<file path="config.mk">
export PLATFORM = sky130hd
export DESIGN_NAME = bspline_de_boor_path_evaluator
export DESIGN_NICKNAME = d
export VERILOG_FILES = /design/src/hdl/bdb_pkg.sv /design/src/hdl/bdb_front.sv /design/src/hdl/bdb_blend.sv /design/src/hdl/bdb_back.sv /design/src/hdl/bspline_de_boor_path_evaluator.sv
export SDC_FILE = /design/constraint.sdc
export NUM_CORES = 2
export LEC_CHECK = 0
export BUFFER_PORTS_ARGS = -buffer_cell sky130_fd_sc_hd__buf_2
export CAP_MARGIN = 25
export CORE_MARGIN = 10
export CORE_UTILIZATION = 60
export CTS_BUF_LIST = sky130_fd_sc_hd__clkbuf_4
export DETAILED_ROUTE_END_ITERATION = 10
export PLACE_DENSITY = 0.8
export REMOVE_ABC_BUFFERS = 1
export SLEW_MARGIN = 40
export SYNTH_ARGS = -nofsm -noshare
export SYNTH_HDL_FRONTEND = slang
export SYNTH_SLANG_ARGS = --single-unit
</file>
<file path="constraint.sdc">
create_clock -name i_clk -period 10.78 [get_ports i_clk]
set_input_delay 1.617 -clock i_clk [delete_from_list [all_inputs] [get_ports i_clk]]
set_output_delay 1.617 -clock i_clk [all_outputs]
set_load 0.005 [all_outputs]
</file>
<file path="src/hdl/bdb_pkg.sv">
// ----------------------------------------------------------------------------
// bdb_pkg
// Shared types and constants for the de Boor path evaluator.
// ----------------------------------------------------------------------------
package bdb_pkg;

    // field widths fixed by the interface
    localparam int COORD_W = 32;
    localparam int DEG_W   = 2;
    localparam int RES_W   = 7;
    localparam int IDX_W   = 6;
    localparam int CFG_IW  = 2;
    localparam int CFG_DW  = 7;

    // point count width, wide enough for the largest store size
    localparam int CNT_W = 6;

    // command queue between front and back
    localparam int FQ_DEPTH = 4;
    localparam int FQ_AW    = 2;

    // blend divider: quotient bits and step counter width
    localparam int BL_QW = 34;
    localparam int BL_CW = 6;

    localparam logic [CFG_IW-1:0] CFG_DEGREE     = 2'd0;
    localparam logic [CFG_IW-1:0] CFG_RESOLUTION = 2'd1;

    localparam logic [DEG_W-1:0] DEGREE_RESET     = 2'd3;
    localparam logic [RES_W-1:0] RESOLUTION_RESET = 7'd20;

    typedef struct packed {
        logic signed [COORD_W-1:0] x;
        logic signed [COORD_W-1:0] y;
        logic                      wr;
        logic                      last;
        logic                      dropped;
        logic [CNT_W-1:0]          cnt;
    } t_cmd;

    typedef enum logic [2:0] {
        BL_IDLE,
        BL_MUL,
        BL_PREP,
        BL_DIV,
        BL_DONE
    } t_bl_state;

    typedef enum logic [3:0] {
        BK_IDLE,
        BK_SPAN,
        BK_FRD,
        BK_FWR,
        BK_RDW,
        BK_BST,
        BK_BWT,
        BK_ERD,
        BK_EMIT
    } t_bk_state;

endpackage

</file>
<file path="src/hdl/bdb_front.sv">
// ----------------------------------------------------------------------------
// bdb_front
// Input side: counts control points, tags store writes and drops, and
// queues commands for the evaluation engine.
// ----------------------------------------------------------------------------
module bdb_front #(
    parameter int MAX_POINTS = 8
) (
    input  logic                               i_clk,
    input  logic                               i_rst_n,
    input  logic                               i_push,
    input  logic signed [bdb_pkg::COORD_W-1:0] i_x,
    input  logic signed [bdb_pkg::COORD_W-1:0] i_y,
    input  logic                               i_last,
    output logic                               o_full,
    output bdb_pkg::t_cmd                      o_cmd,
    output logic                               o_cmd_valid,
    input  logic                               i_take
);
    import bdb_pkg::*;

    t_cmd             r_fifo [FQ_DEPTH];
    logic [FQ_AW-1:0] r_wp;
    logic [FQ_AW-1:0] r_rp;
    logic [FQ_AW:0]   r_level;
    logic [CNT_W-1:0] r_cnt;
    logic             r_ovf;

    logic             w_push;
    logic             w_pop;
    logic             w_room;
    t_cmd             w_ent;

    assign o_full      = (r_level == (FQ_AW+1)'(FQ_DEPTH));
    assign o_cmd_valid = (r_level != '0);
    assign o_cmd       = r_fifo[r_rp];
    assign w_push      = i_push & ~o_full;
    assign w_pop       = i_take & o_cmd_valid;
    assign w_room      = (r_cnt < CNT_W'(MAX_POINTS));

    always_comb begin
        w_ent.x       = i_x;
        w_ent.y       = i_y;
        w_ent.wr      = w_room;
        w_ent.last    = i_last;
        w_ent.dropped = r_ovf | ~w_room;
        w_ent.cnt     = w_room ? r_cnt + CNT_W'(1) : r_cnt;
    end

    always_ff @(posedge i_clk) begin
        if (w_push) begin
            r_fifo[r_wp] <= w_ent;
        end
    end

    always_ff @(posedge i_clk) begin
        if (!i_rst_n) begin
            r_wp    <= '0;
            r_rp    <= '0;
            r_level <= '0;
            r_cnt   <= '0;
            r_ovf   <= 1'b0;
        end else begin
            if (w_push) begin
                r_wp <= r_wp + FQ_AW'(1);
                if (i_last) begin
                    r_cnt <= '0;
                    r_ovf <= 1'b0;
                end else begin
                    r_cnt <= w_ent.cnt;
                    r_ovf <= w_ent.dropped;
                end
            end
            if (w_pop) begin
                r_rp <= r_rp + FQ_AW'(1);
            end
            case ({w_push, w_pop})
                2'b10:   r_level <= r_level + (FQ_AW+1)'(1);
                2'b01:   r_level <= r_level - (FQ_AW+1)'(1);
                default: r_level <= r_level;
            endcase
        end
    end

endmodule

</file>
<file path="src/hdl/bdb_blend.sv">
// ----------------------------------------------------------------------------
// bdb_blend
// One de Boor blend a + round((b-a)*num/den), ties up, one quotient bit
// per cycle.
// ----------------------------------------------------------------------------
module bdb_blend #(
    parameter int NUMW = 9
) (
    input  logic                               i_clk,
    input  logic                               i_rst_n,
    input  logic                               i_start,
    input  logic signed [bdb_pkg::COORD_W-1:0] i_a,
    input  logic signed [bdb_pkg::COORD_W-1:0] i_b,
    input  logic [NUMW-1:0]                    i_num,
    input  logic [NUMW-1:0]                    i_den,
    output logic                               o_done,
    output logic signed [bdb_pkg::COORD_W-1:0] o_res
);
    import bdb_pkg::*;

    localparam int PRW = NUMW + 34;     // product width
    localparam int NW  = NUMW + 36;     // numerator width
    localparam int RMW = NUMW + 2;      // remainder width

    t_bl_state r_state, n_state;

    logic signed [COORD_W-1:0] r_a;
    logic signed [COORD_W:0]   r_diff;
    logic [NUMW-1:0]           r_num;
    logic [NUMW-1:0]           r_den;
    logic signed [PRW-1:0]     r_prod;
    logic                      r_neg;
    logic [RMW-1:0]            r_rem;
    logic [BL_QW-1:0]          r_q;
    logic [BL_CW-1:0]          r_cnt;

    logic signed [NW-1:0]      w_n;
    logic [NW-1:0]             w_dd;
    logic [NW-1:0]             w_m;
    logic [RMW-1:0]            w_trial;
    logic [RMW-1:0]            w_div;
    logic                      w_ge;
    logic signed [BL_QW:0]     w_qs;
    logic signed [BL_QW:0]     w_sum;

    assign w_dd    = {{(NW-NUMW-1){1'b0}}, r_den, 1'b0};
    assign w_n     = (NW'(r_prod) <<< 1) + $signed({{(NW-NUMW){1'b0}}, r_den});
    // floor of a negative quotient via the magnitude rounded up
    assign w_m     = w_n[NW-1] ? (NW'(-w_n) + w_dd - NW'(1)) : NW'(w_n);
    assign w_trial = {r_rem[RMW-2:0], r_q[BL_QW-1]};
    assign w_div   = {1'b0, r_den, 1'b0};
    assign w_ge    = (w_trial >= w_div);
    assign w_qs    = r_neg ? -$signed({1'b0, r_q}) : $signed({1'b0, r_q});
    assign w_sum   = (BL_QW+1)'(r_a) + w_qs;

    always_comb begin
        n_state = r_state;
        unique case (r_state)
            BL_IDLE: if (i_start) n_state = BL_MUL;
            BL_MUL:  n_state = BL_PREP;
            BL_PREP: n_state = BL_DIV;
            BL_DIV:  if (r_cnt == BL_CW'(BL_QW - 1)) n_state = BL_DONE;
            BL_DONE: n_state = BL_IDLE;
            default: n_state = BL_IDLE;
        endcase
    end

    always_comb begin
        o_done = 1'b0;
        o_res  = r_a;
        unique case (r_state)
            BL_DONE: begin
                o_done = 1'b1;
                o_res  = (r_den == '0) ? r_a : w_sum[COORD_W-1:0];
            end
            default: begin
                o_done = 1'b0;
                o_res  = r_a;
            end
        endcase
    end

    always_ff @(posedge i_clk) begin
        if (!i_rst_n) begin
            r_state <= BL_IDLE;
        end else begin
            r_state <= n_state;
        end
    end

    always_ff @(posedge i_clk) begin
        case (r_state)
            BL_IDLE: begin
                if (i_start) begin
                    r_a    <= i_a;
                    r_diff <= (COORD_W+1)'(i_b) - (COORD_W+1)'(i_a);
                    r_num  <= i_num;
                    r_den  <= i_den;
                end
            end
            BL_MUL: begin
                r_prod <= r_diff * $signed({1'b0, r_num});
            end
            BL_PREP: begin
                r_neg <= w_n[NW-1];
                r_rem <= w_m[NW-1:BL_QW];
                r_q   <= w_m[BL_QW-1:0];
                r_cnt <= '0;
            end
            BL_DIV: begin
                r_rem <= w_ge ? (w_trial - w_div) : w_trial;
                r_q   <= {r_q[BL_QW-2:0], w_ge};
                r_cnt <= r_cnt + BL_CW'(1);
            end
            default: begin
                r_cnt <= r_cnt;
            end
        endcase
    end

endmodule

</file>
<file path="src/hdl/bdb_back.sv">
// ----------------------------------------------------------------------------
// bdb_back
// Evaluation engine: point store, span tracking, de Boor triangle over a
// small work memory with two blend units, and the result register.
// ----------------------------------------------------------------------------
module bdb_back #(
    parameter int MAX_POINTS     = 8,
    parameter int MAX_DEGREE     = 3,
    parameter int MAX_RESOLUTION = 64
) (
    input  logic                               i_clk,
    input  logic                               i_rst_n,
    input  bdb_pkg::t_cmd                      i_cmd,
    input  logic                               i_cmd_valid,
    output logic                               o_cmd_take,
    input  logic [bdb_pkg::DEG_W-1:0]          i_degree,
    input  logic [bdb_pkg::RES_W-1:0]          i_resolution,
    input  logic                               i_pop,
    output logic                               o_empty,
    output logic signed [bdb_pkg::COORD_W-1:0] o_path_x,
    output logic signed [bdb_pkg::COORD_W-1:0] o_path_y,
    output logic [bdb_pkg::IDX_W-1:0]          o_point_index,
    output logic                               o_last_point,
    output logic                               o_points_dropped
);
    import bdb_pkg::*;

    localparam int CW   = $clog2(MAX_POINTS + 1);
    localparam int PW   = $clog2(MAX_POINTS);
    localparam int JW   = $clog2(MAX_DEGREE + 1);
    localparam int RW   = $clog2(MAX_RESOLUTION + 1);
    localparam int IW   = $clog2(MAX_RESOLUTION);
    localparam int NUMW = $clog2((MAX_RESOLUTION - 1) * MAX_POINTS + 1);
    localparam int AW   = RW + CW;
    localparam int KW   = CW + 2;

    t_bk_state r_state, n_state;

    logic signed [COORD_W-1:0] r_store_x [MAX_POINTS];
    logic signed [COORD_W-1:0] r_store_y [MAX_POINTS];
    logic signed [COORD_W-1:0] r_work_x [MAX_DEGREE+1];
    logic signed [COORD_W-1:0] r_work_y [MAX_DEGREE+1];
    logic signed [COORD_W-1:0] r_st_x, r_st_y;
    logic signed [COORD_W-1:0] r_wa_x, r_wa_y, r_wb_x, r_wb_y;

    logic [CW-1:0]   r_n, r_d, r_s;
    logic [JW-1:0]   r_p, r_j, r_lev;
    logic [RW-1:0]   r_rm1;
    logic [IW-1:0]   r_i;
    logic [NUMW-1:0] r_id, r_num, r_den;
    logic [AW-1:0]   r_acc;
    logic            r_drop;

    logic                      r_ov;
    logic signed [COORD_W-1:0] r_px, r_py;
    logic [IDX_W-1:0]          r_pi;
    logic                      r_pl, r_pd;

    logic            w_st_we, w_wk_we, w_bl_start, w_out_load, w_run;
    logic [JW-1:0]   w_rd_a, w_rd_b;
    logic [CW-1:0]   w_s_use;
    logic [PW-1:0]   w_st_addr;
    logic            w_span_hit, w_i_last;
    logic signed [KW-1:0] w_ta, w_tb;
    logic [CW-1:0]   w_ka, w_kb;
    logic [NUMW-1:0] w_num, w_den;
    logic [CNT_W-1:0] w_p6;
    logic [RES_W-1:0] w_r;

    logic                      w_bx_done, w_by_done;
    logic signed [COORD_W-1:0] w_bx_res, w_by_res;

    bdb_blend #(.NUMW(NUMW)) u_blend_x (
        .i_clk   (i_clk),
        .i_rst_n (i_rst_n),
        .i_start (w_bl_start),
        .i_a     (r_wa_x),
        .i_b     (r_wb_x),
        .i_num   (r_num),
        .i_den   (r_den),
        .o_done  (w_bx_done),
        .o_res   (w_bx_res)
    );

    bdb_blend #(.NUMW(NUMW)) u_blend_y (
        .i_clk   (i_clk),
        .i_rst_n (i_rst_n),
        .i_start (w_bl_start),
        .i_a     (r_wa_y),
        .i_b     (r_wb_y),
        .i_num   (r_num),
        .i_den   (r_den),
        .o_done  (w_by_done),
        .o_res   (w_by_res)
    );

    // effective degree and resolution at the start of a run
    always_comb begin
        w_p6 = (i_degree == '0) ? CNT_W'(1) : CNT_W'(i_degree);
        if (w_p6 > CNT_W'(MAX_DEGREE)) w_p6 = CNT_W'(MAX_DEGREE);
        if (w_p6 > i_cmd.cnt - CNT_W'(1)) w_p6 = i_cmd.cnt - CNT_W'(1);
        w_r = i_resolution;
        if (w_r < RES_W'(2)) w_r = RES_W'(2);
        if (w_r > RES_W'(MAX_RESOLUTION)) w_r = RES_W'(MAX_RESOLUTION);
    end

    assign w_s_use    = (r_s > r_d - CW'(1)) ? r_d - CW'(1) : r_s;
    assign w_st_addr  = PW'(CW'(r_j) + w_s_use);
    assign w_span_hit = (r_acc >= AW'(r_rm1));
    assign w_i_last   = (RW'(r_i) == r_rm1);

    // knot numerators of the blend, clamped to [0, n-p]
    assign w_ta = $signed(KW'(w_s_use)) + $signed(KW'(r_j)) - $signed(KW'(r_p));
    assign w_tb = $signed(KW'(w_s_use)) + $signed(KW'(r_j)) + KW'(1)
                  - $signed(KW'(r_lev));
    assign w_ka = (w_ta < 0) ? '0 : (w_ta > $signed(KW'(r_d))) ? r_d : CW'(w_ta);
    assign w_kb = (w_tb < 0) ? '0 : (w_tb > $signed(KW'(r_d))) ? r_d : CW'(w_tb);
    assign w_num = r_id - NUMW'(w_ka) * NUMW'(r_rm1);
    assign w_den = NUMW'(w_kb - w_ka) * NUMW'(r_rm1);

    always_comb begin
        n_state = r_state;
        unique case (r_state)
            BK_IDLE: if (i_cmd_valid && i_cmd.last) n_state = BK_SPAN;
            BK_SPAN: if (!w_span_hit) n_state = BK_FRD;
            BK_FRD:  n_state = BK_FWR;
            BK_FWR: begin
                if (r_j == r_p) n_state = (r_p == '0) ? BK_ERD : BK_RDW;
                else            n_state = BK_FRD;
            end
            BK_RDW:  n_state = BK_BST;
            BK_BST:  n_state = BK_BWT;
            BK_BWT: begin
                if (w_bx_done) begin
                    if (r_j == r_lev && r_lev == r_p) n_state = BK_ERD;
                    else                              n_state = BK_RDW;
                end
            end
            BK_ERD:  n_state = BK_EMIT;
            BK_EMIT: if (!r_ov) n_state = w_i_last ? BK_IDLE : BK_SPAN;
            default: n_state = BK_IDLE;
        endcase
    end

    always_comb begin
        o_cmd_take = 1'b0;
        w_st_we    = 1'b0;
        w_run      = 1'b0;
        w_wk_we    = 1'b0;
        w_bl_start = 1'b0;
        w_out_load = 1'b0;
        w_rd_a     = r_j - JW'(1);
        w_rd_b     = r_j;
        unique case (r_state)
            BK_IDLE: begin
                o_cmd_take = i_cmd_valid;
                w_st_we    = i_cmd_valid & i_cmd.wr;
                w_run      = i_cmd_valid & i_cmd.last;
            end
            BK_FWR:  w_wk_we    = 1'b1;
            BK_BST:  w_bl_start = 1'b1;
            BK_BWT:  w_wk_we    = w_bx_done;
            BK_ERD:  w_rd_b     = r_p;
            BK_EMIT: w_out_load = ~r_ov;
            default: w_wk_we    = 1'b0;
        endcase
    end

    always_ff @(posedge i_clk) begin
        if (!i_rst_n) begin
            r_state <= BK_IDLE;
            r_ov    <= 1'b0;
        end else begin
            r_state <= n_state;
            if (w_out_load) r_ov <= 1'b1;
            else if (i_pop) r_ov <= 1'b0;
        end
    end

    // point store and work memory
    always_ff @(posedge i_clk) begin
        if (w_st_we) begin
            r_store_x[PW'(i_cmd.cnt - CNT_W'(1))] <= i_cmd.x;
            r_store_y[PW'(i_cmd.cnt - CNT_W'(1))] <= i_cmd.y;
        end
        r_st_x <= r_store_x[w_st_addr];
        r_st_y <= r_store_y[w_st_addr];
    end

    always_ff @(posedge i_clk) begin
        if (w_wk_we) begin
            r_work_x[r_j] <= (r_state == BK_FWR) ? r_st_x : w_bx_res;
            r_work_y[r_j] <= (r_state == BK_FWR) ? r_st_y : w_by_res;
        end
        r_wa_x <= r_work_x[w_rd_a];
        r_wa_y <= r_work_y[w_rd_a];
        r_wb_x <= r_work_x[w_rd_b];
        r_wb_y <= r_work_y[w_rd_b];
    end

    // sequencer datapath
    always_ff @(posedge i_clk) begin
        if (w_run) begin
            r_n    <= CW'(i_cmd.cnt);
            r_p    <= JW'(w_p6);
            r_d    <= CW'(i_cmd.cnt - w_p6);
            r_rm1  <= RW'(w_r - RES_W'(1));
            r_drop <= i_cmd.dropped;
            r_i    <= '0;
            r_id   <= '0;
            r_acc  <= '0;
            r_s    <= '0;
        end
        case (r_state)
            BK_SPAN: begin
                if (w_span_hit) begin
                    r_acc <= r_acc - AW'(r_rm1);
                    r_s   <= r_s + CW'(1);
                end else begin
                    r_j <= '0;
                end
            end
            BK_FWR: begin
                if (r_j == r_p) r_lev <= JW'(1);
                else            r_j   <= r_j + JW'(1);
            end
            BK_RDW: begin
                r_num <= w_num;
                r_den <= w_den;
            end
            BK_BWT: begin
                if (w_bx_done) begin
                    if (r_j == r_lev) begin
                        r_lev <= r_lev + JW'(1);
                        r_j   <= r_p;
                    end else begin
                        r_j <= r_j - JW'(1);
                    end
                end
            end
            BK_EMIT: begin
                if (w_out_load && !w_i_last) begin
                    r_i   <= r_i + IW'(1);
                    r_id  <= r_id + NUMW'(r_d);
                    r_acc <= r_acc + AW'(r_d);
                end
            end
            default: r_lev <= r_lev;
        endcase
    end

    // result register
    always_ff @(posedge i_clk) begin
        if (w_out_load) begin
            r_px <= r_wb_x;
            r_py <= r_wb_y;
            r_pi <= IDX_W'(r_i);
            r_pl <= w_i_last;
            r_pd <= r_drop;
        end
    end

    assign o_empty          = ~r_ov;
    assign o_path_x         = r_px;
    assign o_path_y         = r_py;
    assign o_point_index    = r_pi;
    assign o_last_point     = r_pl;
    assign o_points_dropped = r_pd;

`ifndef SYNTHESIS
    a_blend_lockstep: assert property (@(posedge i_clk) disable iff (!i_rst_n)
        w_bx_done == w_by_done)
        else $error("blend units out of step");

    a_fetch_in_store: assert property (@(posedge i_clk) disable iff (!i_rst_n)
        (r_state == BK_FRD) |-> ((CW'(r_j) + w_s_use) < r_n))
        else $error("store fetch beyond point count");

    a_emit_index: assert property (@(posedge i_clk) disable iff (!i_rst_n)
        (r_state == BK_EMIT) |-> (RW'(r_i) <= r_rm1))
        else $error("path index beyond resolution");

    a_load_when_free: assert property (@(posedge i_clk) disable iff (!i_rst_n)
        w_out_load |=> (r_ov && (r_pi == IDX_W'($past(r_i)))))
        else $error("result register load lost");
`endif

endmodule

</file>
<file path="src/hdl/bspline_de_boor_path_evaluator.sv">
// ----------------------------------------------------------------------------
// bspline_de_boor_path_evaluator
// Clamped uniform B-spline path evaluator using de Boor's algorithm.
// ----------------------------------------------------------------------------
// Usage:
//   Control points enter through a queue port (i_push / o_full), one Q15.16
//   x/y pair per beat; i_last_ctrl on the final point starts a run. Points
//   past the store are dropped and flagged on every result of that curve.
//   Results leave through a queue port (o_empty / i_pop): one path point per
//   beat, resolution beats per run, o_last_point on the final one.
//   Configuration (degree, resolution) goes through i_cfg_valid/o_cfg_ready
//   and must only be written while no run is in flight.
// Engine:
//   A point that does not end a curve goes to the store while the engine
//   is idle; a 4-deep command queue absorbs input while a run is busy.
//   Each path point costs p*(p+1)/2 blends (x and y in parallel, one
//   quotient bit per cycle in the blend divider) plus the fetch of p+1
//   points and the span stepping.
// Reset / stall:
//   Reset clears the queue, point count, drop flag and result-valid flag and
//   loads degree 3, resolution 20. A held result stalls the engine; input
//   keeps being queued until the queue is full.
// ----------------------------------------------------------------------------
module bspline_de_boor_path_evaluator #(
    parameter int MAX_POINTS     = 8,
    parameter int MAX_DEGREE     = 3,
    parameter int MAX_RESOLUTION = 64
) (
    input  logic                               i_clk,
    input  logic                               i_rst_n,
    input  logic                               i_push,
    output logic                               o_full,
    input  logic signed [bdb_pkg::COORD_W-1:0] i_ctrl_x,
    input  logic signed [bdb_pkg::COORD_W-1:0] i_ctrl_y,
    input  logic                               i_last_ctrl,
    output logic                               o_empty,
    input  logic                               i_pop,
    output logic signed [bdb_pkg::COORD_W-1:0] o_path_x,
    output logic signed [bdb_pkg::COORD_W-1:0] o_path_y,
    output logic [bdb_pkg::IDX_W-1:0]          o_point_index,
    output logic                               o_last_point,
    output logic                               o_points_dropped,
    input  logic                               i_cfg_valid,
    output logic                               o_cfg_ready,
    input  logic [bdb_pkg::CFG_IW-1:0]         i_cfg_index,
    input  logic [bdb_pkg::CFG_DW-1:0]         i_cfg_data
);
    import bdb_pkg::*;

    logic [DEG_W-1:0] r_degree;
    logic [RES_W-1:0] r_resolution;

    t_cmd w_cmd;
    logic w_cmd_valid;
    logic w_cmd_take;

    assign o_cfg_ready = 1'b1;

    always_ff @(posedge i_clk) begin
        if (!i_rst_n) begin
            r_degree     <= DEGREE_RESET;
            r_resolution <= RESOLUTION_RESET;
        end else if (i_cfg_valid) begin
            unique case (i_cfg_index)
                CFG_DEGREE:     r_degree     <= i_cfg_data[DEG_W-1:0];
                CFG_RESOLUTION: r_resolution <= i_cfg_data[RES_W-1:0];
                default:        r_degree     <= r_degree;
            endcase
        end
    end

    bdb_front #(.MAX_POINTS(MAX_POINTS)) u_front (
        .i_clk       (i_clk),
        .i_rst_n     (i_rst_n),
        .i_push      (i_push),
        .i_x         (i_ctrl_x),
        .i_y         (i_ctrl_y),
        .i_last      (i_last_ctrl),
        .o_full      (o_full),
        .o_cmd       (w_cmd),
        .o_cmd_valid (w_cmd_valid),
        .i_take      (w_cmd_take)
    );

    bdb_back #(
        .MAX_POINTS     (MAX_POINTS),
        .MAX_DEGREE     (MAX_DEGREE),
        .MAX_RESOLUTION (MAX_RESOLUTION)
    ) u_back (
        .i_clk            (i_clk),
        .i_rst_n          (i_rst_n),
        .i_cmd            (w_cmd),
        .i_cmd_valid      (w_cmd_valid),
        .o_cmd_take       (w_cmd_take),
        .i_degree         (r_degree),
        .i_resolution     (r_resolution),
        .i_pop            (i_pop),
        .o_empty          (o_empty),
        .o_path_x         (o_path_x),
        .o_path_y         (o_path_y),
        .o_point_index    (o_point_index),
        .o_last_point     (o_last_point),
        .o_points_dropped (o_points_dropped)
    );

endmodule
</file>
Word level (Yosys, flattened, before mapping)
Memory sizes are Yosys's and may differ from the RTL's. A register that Yosys moved wholly into a read port is not among the register bits.
Index checks and enable logic that the tools add are counted.
{ "word_totals": {"elab_cells": 269, "ramBits": 1060, "memories": 5, "reg_bits": 526} }
{ "mem_list": {"columns": ["name", "words", "width", "rd", "rd_ports_with_merged_regs", "wr", "line", "text"], "rows": [
  ["u_front.r_fifo", 4, 73, 1, 1, 1, "bdb_front.sv:22", "t_cmd r_fifo [FQ_DEPTH];"],
  ["u_back.r_store_x", 8, 32, 1, 1, 1, "bdb_back.sv:39", "logic signed [COORD_W-1:0] r_store_x [MAX_POINTS];"],
  ["u_back.r_store_y", 8, 32, 1, 1, 1, "bdb_back.sv:40", "logic signed [COORD_W-1:0] r_store_y [MAX_POINTS];"],
  ["u_back.r_work_x", 4, 32, 2, 2, 1, "bdb_back.sv:41", "logic signed [COORD_W-1:0] r_work_x [MAX_DEGREE+1];"],
  ["u_back.r_work_y", 4, 32, 2, 2, 1, "bdb_back.sv:42", "logic signed [COORD_W-1:0] r_work_y [MAX_DEGREE+1];"]
]} }
{ "classes": {"n_mul": 4, "n_lt_le_gt_ge": 13, "n_mux": 86, "reduce_logical": 28, "bitwise_logic": 8, "eq_ne": 37, "n_addsub": 42} }
{ "op_table": {"columns": ["cell", "n"], "rows": [
  ["$mux 32", 8],
  ["$pmux 34 s2", 2],
  ["$add 44x10->45", 2],
  ["$add 44x10->44", 2],
  ["$mux 44", 2],
  ["$neg 44->44", 2],
  ["$sub 44x1->44 const B", 2],
  ["$mul 33x10->43", 2],
  ["$sub 32x32->33", 2],
  ["$add 32x32->32", 2],
  ["$neg 32->32", 2],
  ["$mux 4", 14],
  ["$pmux 10 s2", 2],
  ["$pmux 4 s9", 1],
  ["$mux 11", 3],
  ["$mux 6", 5],
  ["$mux 2", 14],
  ["$mux 9", 3],
  ["$add 6x1->6 const B", 4],
  ["$pmux 3 s4", 2],
  ["$pmux 6 s2", 2],
  ["$ge 11x10->1", 2],
  ["$pmux 11 s2", 1],
  ["$mux 10", 2],
  ["65 further kinds", 135]
]} }

Logic depth before layout (Yosys ltp)
{ "logic_depth": {"word_depth": 11, "depth_mapped": 50} }

Hierarchy
From an unflattened synthesis, not the netlist that was laid out.
{ "unflattened": {"hier_cells": 8292, "hier_area_um2": 102559.6} }
{ "by_module_without_submodules": {"columns": ["module", "area_per_inst_um2", "n_inst", "cells_per_inst"], "rows": [
  ["bdb_back", 44325.0, 1, 2730],
  ["bdb_blend at u_back.u_blend_x", 23268.6, 1, 2526],
  ["bdb_blend at u_back.u_blend_y", 23178.5, 1, 2519],
  ["bdb_front", 11390.9, 1, 475],
  ["bspline_de_boor_path_evaluator", 396.6, 1, 42]
]} }

Least setup slack after synthesis
No wires, ideal clock.
{ "synth_timing": {"kind": "register to register", "startpoint": "register u_back.r_d[1]", "endpoint": "register u_back.r_den[8] (data pin)", "arrival_time_ns": 10.365, "synth_period_minus_slack_ns": 10.625, "stages_incl_launch_ff": 47, "required_time_ns": 10.520, "setup_slack_ns": 0.155, "cell_sequence": "edfxtp_1 > inv_1 > ha_1 > ha_1 > nor2b_1 > o21a_1 > o21a_1 > o21ai_0 > o21ai_0 > ha_1 > fa_1 > clkbuf_1 > clkbuf_1 > inv_1 > ha_1 > inv_1 > ha_1 > ha_1 > (+11 left out) > inv_1 > fa_1 > a21o_1 > a21oi_1 > nand2_1 > fa_1 > fa_1 > inv_1 > fa_1 > inv_1 > fa_1 > inv_1 > ha_1 > inv_1 > o21bai_1 > a21oi_1 > xor2_1 > xnor2_1"} }
{ "synth_between": {"elab_chain_cells": 11, "elab_cells_between_ends": 17, "classes_between": "6 x add/sub; 1 x mul; 5 x order compare; 5 x mux"} }
{ "synth_lines": {"columns": ["item", "line", "text"], "rows": [
  ["start, declared", "bdb_back.sv:46", "logic [CW-1:0] r_n, r_d, r_s;"],
  ["start signal, assigned", "bdb_back.sv:206", "r_d <= CW'(i_cmd.cnt - w_p6);"],
  ["$sub 4x1->4", "bdb_back.sv:107", "assign w_s_use = (r_s > r_d - CW'(1)) ? r_d - CW'(1) : r_s;"],
  ["$gt 4x4->1", "bdb_back.sv:107", null],
  ["$mux 4", "bdb_back.sv:107", null],
  ["$add 4x2->5", "bdb_back.sv:113, bdb_back.sv:114", null],
  ["$add 6x2->6", "bdb_back.sv:114", "assign w_tb = $signed(KW'(w_s_use)) + $signed(KW'(r_j)) + KW'(1)"],
  ["$sub 6x3->6", "bdb_back.sv:115", "- $signed(KW'(r_lev));"],
  ["$gt 6x5->1", "bdb_back.sv:117", "assign w_kb = (w_tb < 0) ? '0 : (w_tb > $signed(KW'(r_d))) ? r_d : CW'(w_tb);"],
  ["$mux 4 (2 in a row)", "bdb_back.sv:117", null],
  ["$sub 4x4->5 *", "bdb_back.sv:119", "assign w_den = NUMW'(w_kb - w_ka) * NUMW'(r_rm1);"],
  ["$mul 9x7->9 *", "bdb_back.sv:119", null],
  ["net u_back.w_den[8]", "bdb_back.sv:66", "logic [NUMW-1:0] w_num, w_den;"],
  ["end signal, assigned", "bdb_back.sv:229", "r_den <= w_den;"],
  ["end, declared", "bdb_back.sv:50", "logic [NUMW-1:0] r_id, r_num, r_den;"]
]} }
Mark *: on every way through the listed nets, which the timed path passes. The rest lies on a longest branch.
A chain may end at the register's enable or synchronous reset.

Final worst setup path
{ "layout_timing": {"startpoint": "register u_back.r_d[0]", "endpoint": "register u_back.r_den[8] (data pin)"} }
Same word-level chain as after synthesis.

==> run metrics <==
Final Wtd Congestion 0.9579; CTS root buffer clkbuf_4; Post-synth EDFFs 1522; Sink Count 1780; pin count of the biggest net entering global routing slightly above 70; Highest Clock Rate a little under 100 MHz; Tightest Pin Transition roughly 0.9 ns; register area share after synthesis 49.85%; Buffers on Ports about 150; initial antenna violation count 6; Die Y about 430 um; clk_skew 0.1570 ns; Residual DRC 0; Core Area about 170000 um2; Hold Buf Count CTS 0; Synth Warn # 0; Post-Layout Cell Count 11050; outcome finished, final reports clean; CP Launch Type flop; hold slack between 0.3 and 0.4 ns; Routed WL per cell around 22 um; Post-Route WL roughly 240000 um; Layout area overhead 8.871%; first-pass GRT wire length about 380000 um; Global Route Usage Sum 25.86%; Layout Utilization between 60% and 70%; Max Transition Viols Final 0; endpoints failing setup 0; CTS buffer count between 400 and 500; row count roughly 150; DR pass1 iterations 8; via density per instance about 6; critical path's slowest cell fa_4; Post-layout nets 9565; largest cells by area after synthesis edfxtp_1 45%, fa_1 10%, mux4_2 7.3%; fraction of registers with async set/reset 0%; part of the cycle the worst path needs 95.21%; Initial Util 60.28%; main flop type after synthesis edfxtp_1; Req. time, crit path about 12 ns; CP Buf/Inv Count 10; Setup CP Type flop to flop; syn avg cell area roughly 13 um2; dpl cells between 10000 and 15000; Max clock buf depth 4; Worst Hold Class flop to flop; Die Area roughly 190000 um2; Initial DRC Count between 5000 and 6000; flop and latch count out of synthesis 1780; Hold Fails Final Rpt 0; H-tree lvl count 5; fraction of layout instances using a drive strength above 1 15.45%; cell taking the most area after synthesis edfxtp_1; crit-path max FO 5; Worst Path Arrival roughly 11 ns; post-route ant nets 0; share of the synthesized area in the top cell type between 40 and 50%; Clock transition at path regs about 0.07 ns; crit end category flop; Synth Instances around 8000; Unique masters post-synth between 100 and 150; CP delay by family, top adder cells; CTS tree built; grt ovf 0; worst rel slew slack 39.74%; clk_lat worst skew between 1 and 1.5 ns; slowest stage delay, CP 0.83 ns; min Tclk post-route a little over 10 ns; I/O Pins roughly 150; Via Count approximately 67000; max cap viols 0; Die W 432.4 um; most frequent CP cell inv_1; mapped cell area 102000 um2; Detailed Place HPWL 173400 um; vias in the first global route just under 70000
==> path summary, 6_finish.rpt <==
path                            slack (ns)              from                 endpoint  cells after the start
worst max-delay path                  0.52     u_back.r_d[0]          u_back.r_den[8]                     45
worst max register to register        0.52     u_back.r_d[0]          u_back.r_den[8]                     45
worst min-delay path                  0.37  u_back.r_wa_x[9]  u_back.u_blend_x.r_a[9]                      0
worst min register to register        0.37  u_back.r_wa_x[9]  u_back.u_blend_x.r_a[9]                      0
==> per-layer routing <==
layer / vias up / wire length, um / GRT usage [%]
met2: 2711 / 118000 / 42.77
met4: 4 / 9033 / 10.71
met1: 33510 / 96070 / 33.76
li1: 30020 / - / -
met5: - / 39 / 0
met3: 512 / 18580 / 4.811
==> logic make-up after synthesis <==
family,Yosys count,share of synthesized area (%)
AOI/OAI and AO/OA,1197,7.471
adders and majority gates,990,16.06
xor gates and xnor gates,467,4.022
muxes,379,7.760
buffers and inverters,1058,3.949
DFF,1780,49.85
other,1,0.003675
and+or+nand+nor,2227,10.89
==> synth_stat cells (9+ instances only) <==
master and number:
or2_2 10, ha_1 457, o41ai_1 15, xnor2_1 323, nor3_1 137, and4_1 11
a22oi_1 10, a31oi_1 82, nand4_1 41, or3_1 38, nand2_1 744, a41oi_1 9
a21o_1 106, nor2b_1 65, or4_1 17, nor4_1 42, o22ai_1 9, a221oi_1 10
fa_1 533, dfxtp_1 258, mux2i_1 43, nand3_1 113, o31ai_1 40, a211oi_1 35
o31a_1 10, nor4b_1 10, buf_1 32, mux4_2 329, nand4b_1 11, o21ai_0 263
o21bai_1 31, a21boi_0 26, clkbuf_1 238, a21oi_1 341, and3_1 65, nor2_1 364
inv_1 773, and2_1 456, o211ai_1 24, edfxtp_1 1522, xor2_1 143, nand3b_1 9
o21a_1 76, nor3b_1 13, nand2b_1 52
==> layout make-up <==
cell class / count / area (um2)
Clock inverter: 126 / 650.6
Antenna cell: 8 / 20.02
Tap cell: 2218 / 2775
Multi-Input combinational cell: 5262 / 47450
Fill cell: 11970 / 58180
Inverter: 774 / 2905
Timing Repair Buffer: 261 / 1768
Clock buffer: 620 / 4654
Sequential cell: 1780 / 50880
==> stage by stage <==
| step | setup TNS (ns) | worst slack (ns) | cell area, um2 |
|---|---|---|---|
| 3_5_place_dp | 0 | 0.01813 | 105600 |
| 4_1_cts | 0 | 0.08825 | 110900 |
| 5_1_grt | -0.004886 | -0.004886 | 111100 |
| 3_3_place_gp | 0 | 0.2426 | 105300 |
| 6_report | 0 | 0.5165 | 111100 |
| 2_1_floorplan | -37.09 | -3.896 | 100900 |
==> worst reg2reg max path: cells and delay by family (launching register included) <==
kind,cells,cell delay [ns]
AOI/OAI and AO/OA,14,2.52
DFF,1,0.39
xor gates and xnor gates,3,0.56
adders and majority gates,15,5.49
and+or+nand+nor,3,0.32
buffers and inverters,10,0.71
==> cell usage in the layout (no fill, tap or decap), types with 42 or more instances in the layout <==
master and n:
nor2_1 359, a21oi_1 337, inv_1 771, clkinv_1 91, xor2_1 142, nand3_1 112
nand2b_1 52, a31oi_1 82, nor3_1 130, fa_1 532, and2_1 450, o21ai_0 259
ha_1 455, xnor2_1 323, and3_1 64, clkbuf_4 620, mux2i_1 42, dfxtp_1 256
mux4_2 329, o21a_1 76, buf_2 152, a21o_1 106, buf_4 72, edfxtp_1 1522
nand2_1 742, nor2b_1 59
==> repair_timing <==
| action | 4_1_cts | 5_1_grt |
|---|---|---|
| resized for setup | 1 | 8 |
| pin swaps | 0 | 6 |
| setup buffers | 0 | 6 |
| setup endpoints to repair | 1 | 3 |
==> sequential cells by signal (all words and copies together) (netlist names), 34 cells and up, named ones only <==
register	count
u_back.r_store_y	256
u_back.r_store_x	256
u_back.u_blend_y.r_prod	43
u_back.r_work_y	128
u_back.u_blend_x.r_prod	43
u_back.r_work_x	128
u_back.u_blend_y.r_q	34
u_back.u_blend_x.r_q	34
u_front.r_fifo	292
Power is not shown: default switching activity piles up to over one toggle a cycle in this logic, so the estimate is an artifact.
